===== src/rtl/ght_ram.sv =====
// Generic single-clock RAM with one write port and one registered read port.
// Used for the entry store of the handle table; no package dependencies.
module ght_ram #(
  parameter int WIDTH = 8,
  parameter int DEPTH = 16
) (
  input  logic                     clk,
  input  logic                     wr_en,
  input  logic [$clog2(DEPTH)-1:0] wr_addr,
  input  logic [WIDTH-1:0]         wr_data,
  input  logic                     rd_en,
  input  logic [$clog2(DEPTH)-1:0] rd_addr,
  output logic [WIDTH-1:0]         rd_data
);

  logic [WIDTH-1:0] mem [DEPTH];

  always_ff @(posedge clk) begin
    if (wr_en) begin
      mem[wr_addr] <= wr_data;
    end
    if (rd_en) begin
      rd_data <= mem[rd_addr];
    end
  end

endmodule


===== config.mk =====
export PLATFORM = sky130hd
export DESIGN_NAME = ght_ram
export DESIGN_NICKNAME = d
export VERILOG_FILES = /design/src/rtl/ght_ram.sv
export SDC_FILE = /design/constraint.sdc
export NUM_CORES = 1
export LEC_CHECK = 0
export ABC_AREA = 1
export BUFFER_PORTS_ARGS = -buffer_cell sky130_fd_sc_hd__buf_2
export CAP_MARGIN = 40
export CORE_ASPECT_RATIO = 1.2
export CORE_UTILIZATION = 55
export DETAILED_ROUTE_END_ITERATION = 12
export PLACE_DENSITY_LB_ADDON = 0.05
export SYNTH_ARGS = -nofsm -noshare
export SYNTH_HDL_FRONTEND = slang
export SYNTH_SLANG_ARGS = --single-unit

===== constraint.sdc =====
create_clock -name clk -period 1.95 [get_ports clk]
set_input_delay 0.0975 -clock clk [delete_from_list [all_inputs] [get_ports clk]]
set_output_delay 0.0975 -clock clk [all_outputs]
set_load 0.02 [all_outputs]

; After elaboration in Yosys (flattened, before gate mapping)
; Memory sizes are Yosys's and may differ from the RTL's. A register that Yosys moved wholly into a read port is not among the register bits.
; Index checks and enable logic that the tools add are counted.
[totals]
ramBits = 128
word_cells = 3
output_inout_bits = 8
in_bits = 19
reg_bits = 0
n_memories = 1
[classes]
muxes = 2
[memory_table]
columns = memory, words, width, rd, rd_clocked_by_memory_dff, write_ports, line_no
row1 = mem, 16, 8, 1, 1, 1, 16  ; logic [WIDTH-1:0] mem [DEPTH];
[ops]
columns = cell, n
row1 = $mux W1, 2

; Longest topological paths before layout
; Gate-level depths: netlist of run 1.
[depth]
word_depth = 2
depth_mapped = 8
mapped_depth_nobuf = 7

; Least setup slack after synthesis of run 1
; No wires, ideal clock.
[synth_timing]
path_kind = in2reg
startpoint = in wr_addr[2]
endpoint = mem mem[10][0] (enable)
t_required_ns = 1.580
setup_ns = 0.370
cell_stages = 2
setup_slack_ns = 0.902
arrival_time_ns = 0.678
path_buffers = 0
cell_sequence = nand3b_1 > nor2_1
[synth_lines]
columns = element, line_no
row1 = from (decl), 9  ; input logic [$clog2(DEPTH)-1:0] wr_addr,
row2 = to (decl), 16
; No word-level cell before the write port.

==> results of run 1 <==
==> sequential cells by signal, summed over array words and instances (netlist names) <==
| signal | flops |
|---|---|
| rd_data | 8 |
| mem | 128 |
==> critical path: cells and delay by family, from the launching register on <==
kind                   cells  cell delay, ns
AND/OR/NAND/NOR            5            0.54
flip-flops                 1            0.37
buffers and inverters      1            0.08
==> metrics by stage <==
| stage | hold slack, ns | total power [mW] | cell area (sq um) |
|---|---|---|---|
| 3_5_place_dp | 0.461 | 3.78 | 6100 |
| 5_1_grt | 0.0300 | 7.07 | 6690 |
| 2_1_floorplan | 0.196 | 3.62 | 5850 |
| 4_1_cts | 0.0253 | 6.91 | 6690 |
| 3_3_place_gp | 0.459 | 3.77 | 6100 |
| 6_report | 0.0313 | 6.89 | 6690 |
==> final timing paths <==
path,startpoint,to,slack (ns),cells past startpoint
hold reg to reg,mem[12][2],rd_data[2],0.74,6
setup reg to reg,mem[7][6],rd_data[6],0.70,6
setup / recovery,mem[7][6],rd_data[6],0.70,6
hold / removal,rd_en,rd_data[4],0.03,1
==> metal layers <==
layer	vias to the layer above	share of wire, %	global-route usage (%)
met5	-	0	0
li1	1849	-	-
met2	121	50	40.7
met1	1743	43	33.9
met3	21	5.1	5.69
met4	0	2.2	11.1
==> cells in the final DEF, fill, tap and decap left out, types with 3 or more instances in the layout <==
cell / netlist / routed
buf_2: 13 / 26
buf_4: 4 / 12
bufinv_16: 0 / 3
clkbuf_16: 0 / 17
clkinv_2: 0 / 3
clkinv_4: 0 / 4
edfxtp_1: 136 / 136
inv_1: 100 / 100
nand2_1: 173 / 173
nand3_1: 97 / 97
nor2_1: 17 / 17
==> where the power goes <==
group | switching (mW) | internal, mW
sequential | 0.0169 | 3.29
combinational | 0.288 | 0.112
clock | 1.18 | 2.00
==> logic make-up after synthesis <==
kind of cell	after synthesis
AND/OR/NAND/NOR	289
flip-flops	136
buffers and inverters	126
==> cell type report <==
cell class	instances	area, sq um
clock buffer	19	433
clock inverter	13	155
timing repair buffer	40	260
inverter	102	383
multi-input combinational	289	1210
fill	778	3470
sequential	136	4080
tap	126	158
==> results.md, run 1 <==
* Die Span Y at 115 microns
* Arrival time at the worst endpoint at 1.42 ns
* Post-route insts no fill at 725
* Post-synthesis xor/xnor area fraction at 0%
* Setup bufs post-CTS at 0
* Crit-path max FO at 1
* DP HPWL at 7630 microns
* Area Growth Syn to Fin at 14.4%
* Final #Nets at 605
* Pwr Density at 1030 nW/um^2
* Net Count, Synth at 570
* # clock sinks at 136
* Post-route core utilization at 65.8%
* Fraction of registers with async set/reset at 0%
* Layout cells sized above 1 at 11.7%
* Global-route wire length before repair at 19600 microns
* FMAX at 801 MHz
* Clock buffer depth at 2
* First-pass DRT Iterations at 5
* Simple-Gate Fraction of Synth Area at 20.8%
* Core Area at 10200 sq um
* Cells after synthesis at 551
* Drt wl/cell at 17.3 microns
* Worst Skew at 0.00761 ns
* I/O Buffers at 26
* Htree depth at 4
* Synth top cells by count: 173 x nand2_1, 136 x edfxtp_1, 100 x inv_1
* Main combinational cell family by area after synthesis: simple AND/OR/NAND/NOR gates
* Top_reg_cell synth: edfxtp_1
* Post-synthesis mux area share at 0%
* Congestion Overflow GR at 0
* Min cycle time layout at 1.25 ns
* Setup TNS at 0 ns
* Vias at 3734
* Synth top area cells: edfxtp_1 70%, nand2_1 11%, nand3_1 8.3%
* I/O pins at 27
* Avg Inst Size Synth at 10.6 sq um
* Synth area leader: edfxtp_1
* Cell Rows at 40
* Largest net degree at the start of global routing at 65
* RePlAce Congestion at 0.824
* Yosys top cell area share at 69.8%
* Slowest stage delay, CP at 0.37 ns
* Number of distinct library cells after synthesis at 11
* Category of the most critical setup path: reg2reg
* Yosys reg bits at 136
* WP data required at 2.12 ns
* CP Launch Type: flip-flop
* Vias in the first global route at 3664
* Period utilisation layout at 64.0%
* Clock buffer count from CTS at 17
* Drt total wl at 12500 microns
* RSZ-0062 raised after global routing: no
* CP dominant cell by count: nand3_1
* Clock tree root driver cell: clkbuf_16
* Clock Latency Late Sink at 0.42 ns
* Worst Hold Class: in2reg
* Die W at 96.1 microns
* Vias per cell at 5.15
* Initial core utilization at 57.5%
* Syn. warnings at 0
* Final Max Slew Viols at 0
* Number of synthesized flops with an enable pin at 136
* Total die area at 11000 sq um
* Fin. Hold Viols at 0
* Crit-path slowest cell: edfxtp_1
* Worst-Margin Slew at 0.785 ns
* Max-slew headroom at 47.5%
* Initial antenna violation count at 0
* Cts-stage hold buffer count at 0
* Crit end category: flip-flop
* Slack of the critical path at 0.701 ns
* Cts repair resizes at 0
* Synth Cell Area at 5850 sq um
* Share of the synthesized area in compound gates (AO/OA/AOI/OAI) at 0%
* Count leader, synth: nand2_1
* Worst vdd ir at 0.609 mV
* Diodes inserted at 0
* Seq/Total Area, Yosys at 69.8%
* Leakage at 2.90 nW
* Setup Viol. Count Final at 0
* Adder-Cell Fraction of Synth Area at 0%
* CP cell instances: inv_1 > nand2_1 > nand3_1 > nand3_1 > nand3_1 > nand2_1
* Placed cells at 693
* Total track usage at 25.6%
* Post-Place Worst Slack at 0.475 ns
* Clock Pin Slew Worst Setup and Hold Paths at 0.06 ns
* CTS tree: built
* Max Cap Violations at 0
* Residual DRC at 0
* Status: finished clean
* Post-DRT Antenna Nets at 0
* Initial DRC count at 238
(Power assumes the default switching activity.)
==> run 2: changes to the inputs <==
==> constraint.sdc (replaced) <==
create_clock -name clk -period 1.2 [get_ports clk]
set_input_delay 0.06 -clock clk [delete_from_list [all_inputs] [get_ports clk]]
set_output_delay 0.06 -clock clk [all_outputs]
set_load 0.02 [all_outputs]
==> run 2 against run 1 <==
Count of clock-buffer cells in the layout decreased by 1. Final cell count increased by 1.9%. Flip-flop and latch count unchanged. Cell area increased by 2.8%. Core utilization increased by 1.8 points. Clock skew decreased by 0.0026 ns. Combinational power increased by 72%. Clock power increased by 74%. Die area unchanged. Global-route usage increased by 0.58 points. Via count increased by 3.0%. Largest power group is now clock. Highest routed layer unchanged. Sequential power increased by 63%. Critical path type unchanged.
==> results.md, run 2 (synthesized netlist as in run 1, its figures left out) <==
* Final #Nets at 619 (+2.3%)
* Crit-path slowest cell: edfxtp_1
* Clock Latency Late Sink at 0.41 ns (about the same)
* Diodes inserted at 0 (unchanged)
* Clock buffer count from CTS at 17 (unchanged)
* Slowest stage delay, CP at 0.36 ns (about the same)
* Clock Pin Slew Worst Setup and Hold Paths at 0.06 ns (about the same)
* Final Max Slew Viols at 0 (unchanged)
* Pwr Density at 1690 nW/um^2 (+64%)
* Crit end category: flip-flop
* Commonest non-fill, non-tap cell in the layout: nand2_1
* CP Launch Type: flip-flop
* Congestion Overflow GR at 0 (unchanged)
* Die W at 96.1 microns (unchanged)
* Max-slew headroom at 61.0% (+13 points)
* Vias at 3847 (+3.0%)
* Category of the most critical setup path: reg2reg
* Worst-Margin Slew at 0.585 ns (-0.200 ns)
* RSZ-0062 raised after global routing: no
* Htree depth at 4 (unchanged)
* Area Growth Syn to Fin at 17.5%
* Max Cap Violations at 0 (unchanged)
* WHS at 0.0594 ns (+0.0281 ns)
* Core Area at 10200 sq um (unchanged)
* Clock tree root driver cell: clkbuf_16
* Crit-path max FO at 1 (unchanged)
* Die Span Y at 115 microns (unchanged)
* Total power at 11.6 mW (+69%)
* I/O Buffers at 26 (unchanged)
* Period utilisation layout at 93.1% (+29 points)
* Worst vdd ir at 1.68 mV (+180%)
* Filler instances at 756 (-2.8%)
* CP dominant cell by count: nand3_1
* Worst Hold Class: in2reg
* RePlAce Congestion at 0.877 (+6.5%)
* Initial core utilization at 57.5% (unchanged)
* Vias per cell at 5.21 (+1.1%)
* WP data required at 1.36 ns (-0.76 ns)
* Initial DRC count at 315 (+32%)
* Arrival time at the worst endpoint at 1.28 ns (-0.14 ns)
* Residual DRC at 0 (unchanged)
* FMAX at 895 MHz (+12%)
* Global-route wire length before repair at 20100 microns (+2.7%)
* CP cell instances: inv_1 > nand2_1 > nand3_1 > nand3_1 > nand3_1 > nand2_1
* # clock sinks at 136 (unchanged)
* Final instance area at 6870 sq um (+2.8%)
* Layout cells sized above 1 at 14.4% (+2.7 points)
* DP Area at 6210 sq um (+1.8%)
* Buffers & Inverters on Critical Path at 1 (unchanged)
* Worst Skew at 0.00499 ns (-0.00262 ns)
* Max reg flops at 128 (unchanged)
* Cell Rows at 40 (unchanged)
* First-pass DRT Iterations at 5 (unchanged)
* Status: finished clean
* Min cycle time layout at 1.12 ns (-0.131 ns)
* Drt total wl at 12600 microns (+0.81%)
* Post-route core utilization at 67.6% (+1.8 points)
* Placed cells at 706 (+1.9%)
* Reg with most FFs: mem
* I/O pins at 27 (unchanged)
* Total track usage at 26.2% (+0.58 points)
* Initial antenna violation count at 0 (unchanged)
* Setup Viol. Count Final at 0 (unchanged)
* Vias in the first global route at 3800 (+3.7%)
* Most frequent cells in the layout: 173 x nand2_1, 136 x edfxtp_1, 100 x inv_1, 93 x nand3_1, 26 x buf_2
* Leakage at 3.01 nW (+3.8%)
* Drt wl/cell at 17.1 microns (-1.1%)
* Largest net degree at the start of global routing at 63 (-3.1%)
* CTS tree: built
* Top flop regs: mem x128, rd_data x8
* DP HPWL at 7890 microns (+3.4%)
* Post-DRT Antenna Nets at 0 (unchanged)
* Crit-path leading delay family: simple AND/OR/NAND/NOR gates
* Post-route insts no fill at 739 (+1.9%)
* Clock buffer depth at 2 (unchanged)
* Total die area at 11000 sq um (unchanged)
* Fin. Hold Viols at 0 (unchanged)
run 2: layout make-up:
cell class | count | area, sq um | share of cell area, %
multi-input cells | 289 | 1230 | 18.0
repair buffers | 54 | 380 | 5.54
clock inverters | 14 | 204 | 2.97
well taps | 126 | 158 | 2.29
inverters | 102 | 383 | 5.57
flip-flops and latches | 136 | 4080 | 59.4
clock buffers | 18 | 429 | 6.25
run 2: final timing paths:
| check | start | endpoint | cells after the start | slack, ns |
|---|---|---|---|---|
| hold reg to reg | mem[10][2] | rd_data[2] | 6 | 0.74 |
| setup / recovery | mem[13][3] | rd_data[3] | 6 | 0.08 |
| setup reg to reg | mem[13][3] | rd_data[3] | 6 | 0.08 |
| hold / removal | wr_data[7] | mem[7][7] | 1 | 0.06 |
run 2: repair_timing:
item / in CTS / in global routing
buffers inserted: 0 / 0
endpoints found under the setup margin: 0 / 3
resized for setup: 0 / 4
endpoints found under the hold margin: 5 / 0
hold buffers: 1 / 0
run 2: routing by layer:
layer / up-vias / track usage [%] / wire length (microns)
li1: 1875 / - / -
met5: - / 0 / 0
met3: 33 / 5.29 / 818
met4: 0 / 15.5 / 456
met2: 152 / 40.0 / 6200
met1: 1787 / 34.8 / 5150
run 2: power by group:
| part | total (mW) | switching (mW) | internal [mW] | leakage [nW] |
|---|---|---|---|---|
| Sequential | 5.38 | 0.0284 | 5.35 | 1.24 |
| Combinational | 0.688 | 0.480 | 0.208 | 1.46 |
| Clock | 5.54 | 1.88 | 3.66 | 0.313 |
run 2: stage by stage:
step	setup slack, ns	setup TNS (ns)
final	0.0827	0
after global routing	0.000749	0
after CTS	0.00970	0
after detailed placement	-0.141	-0.682
after global placement	-0.0913	-0.437
after floorplan	0.189	0
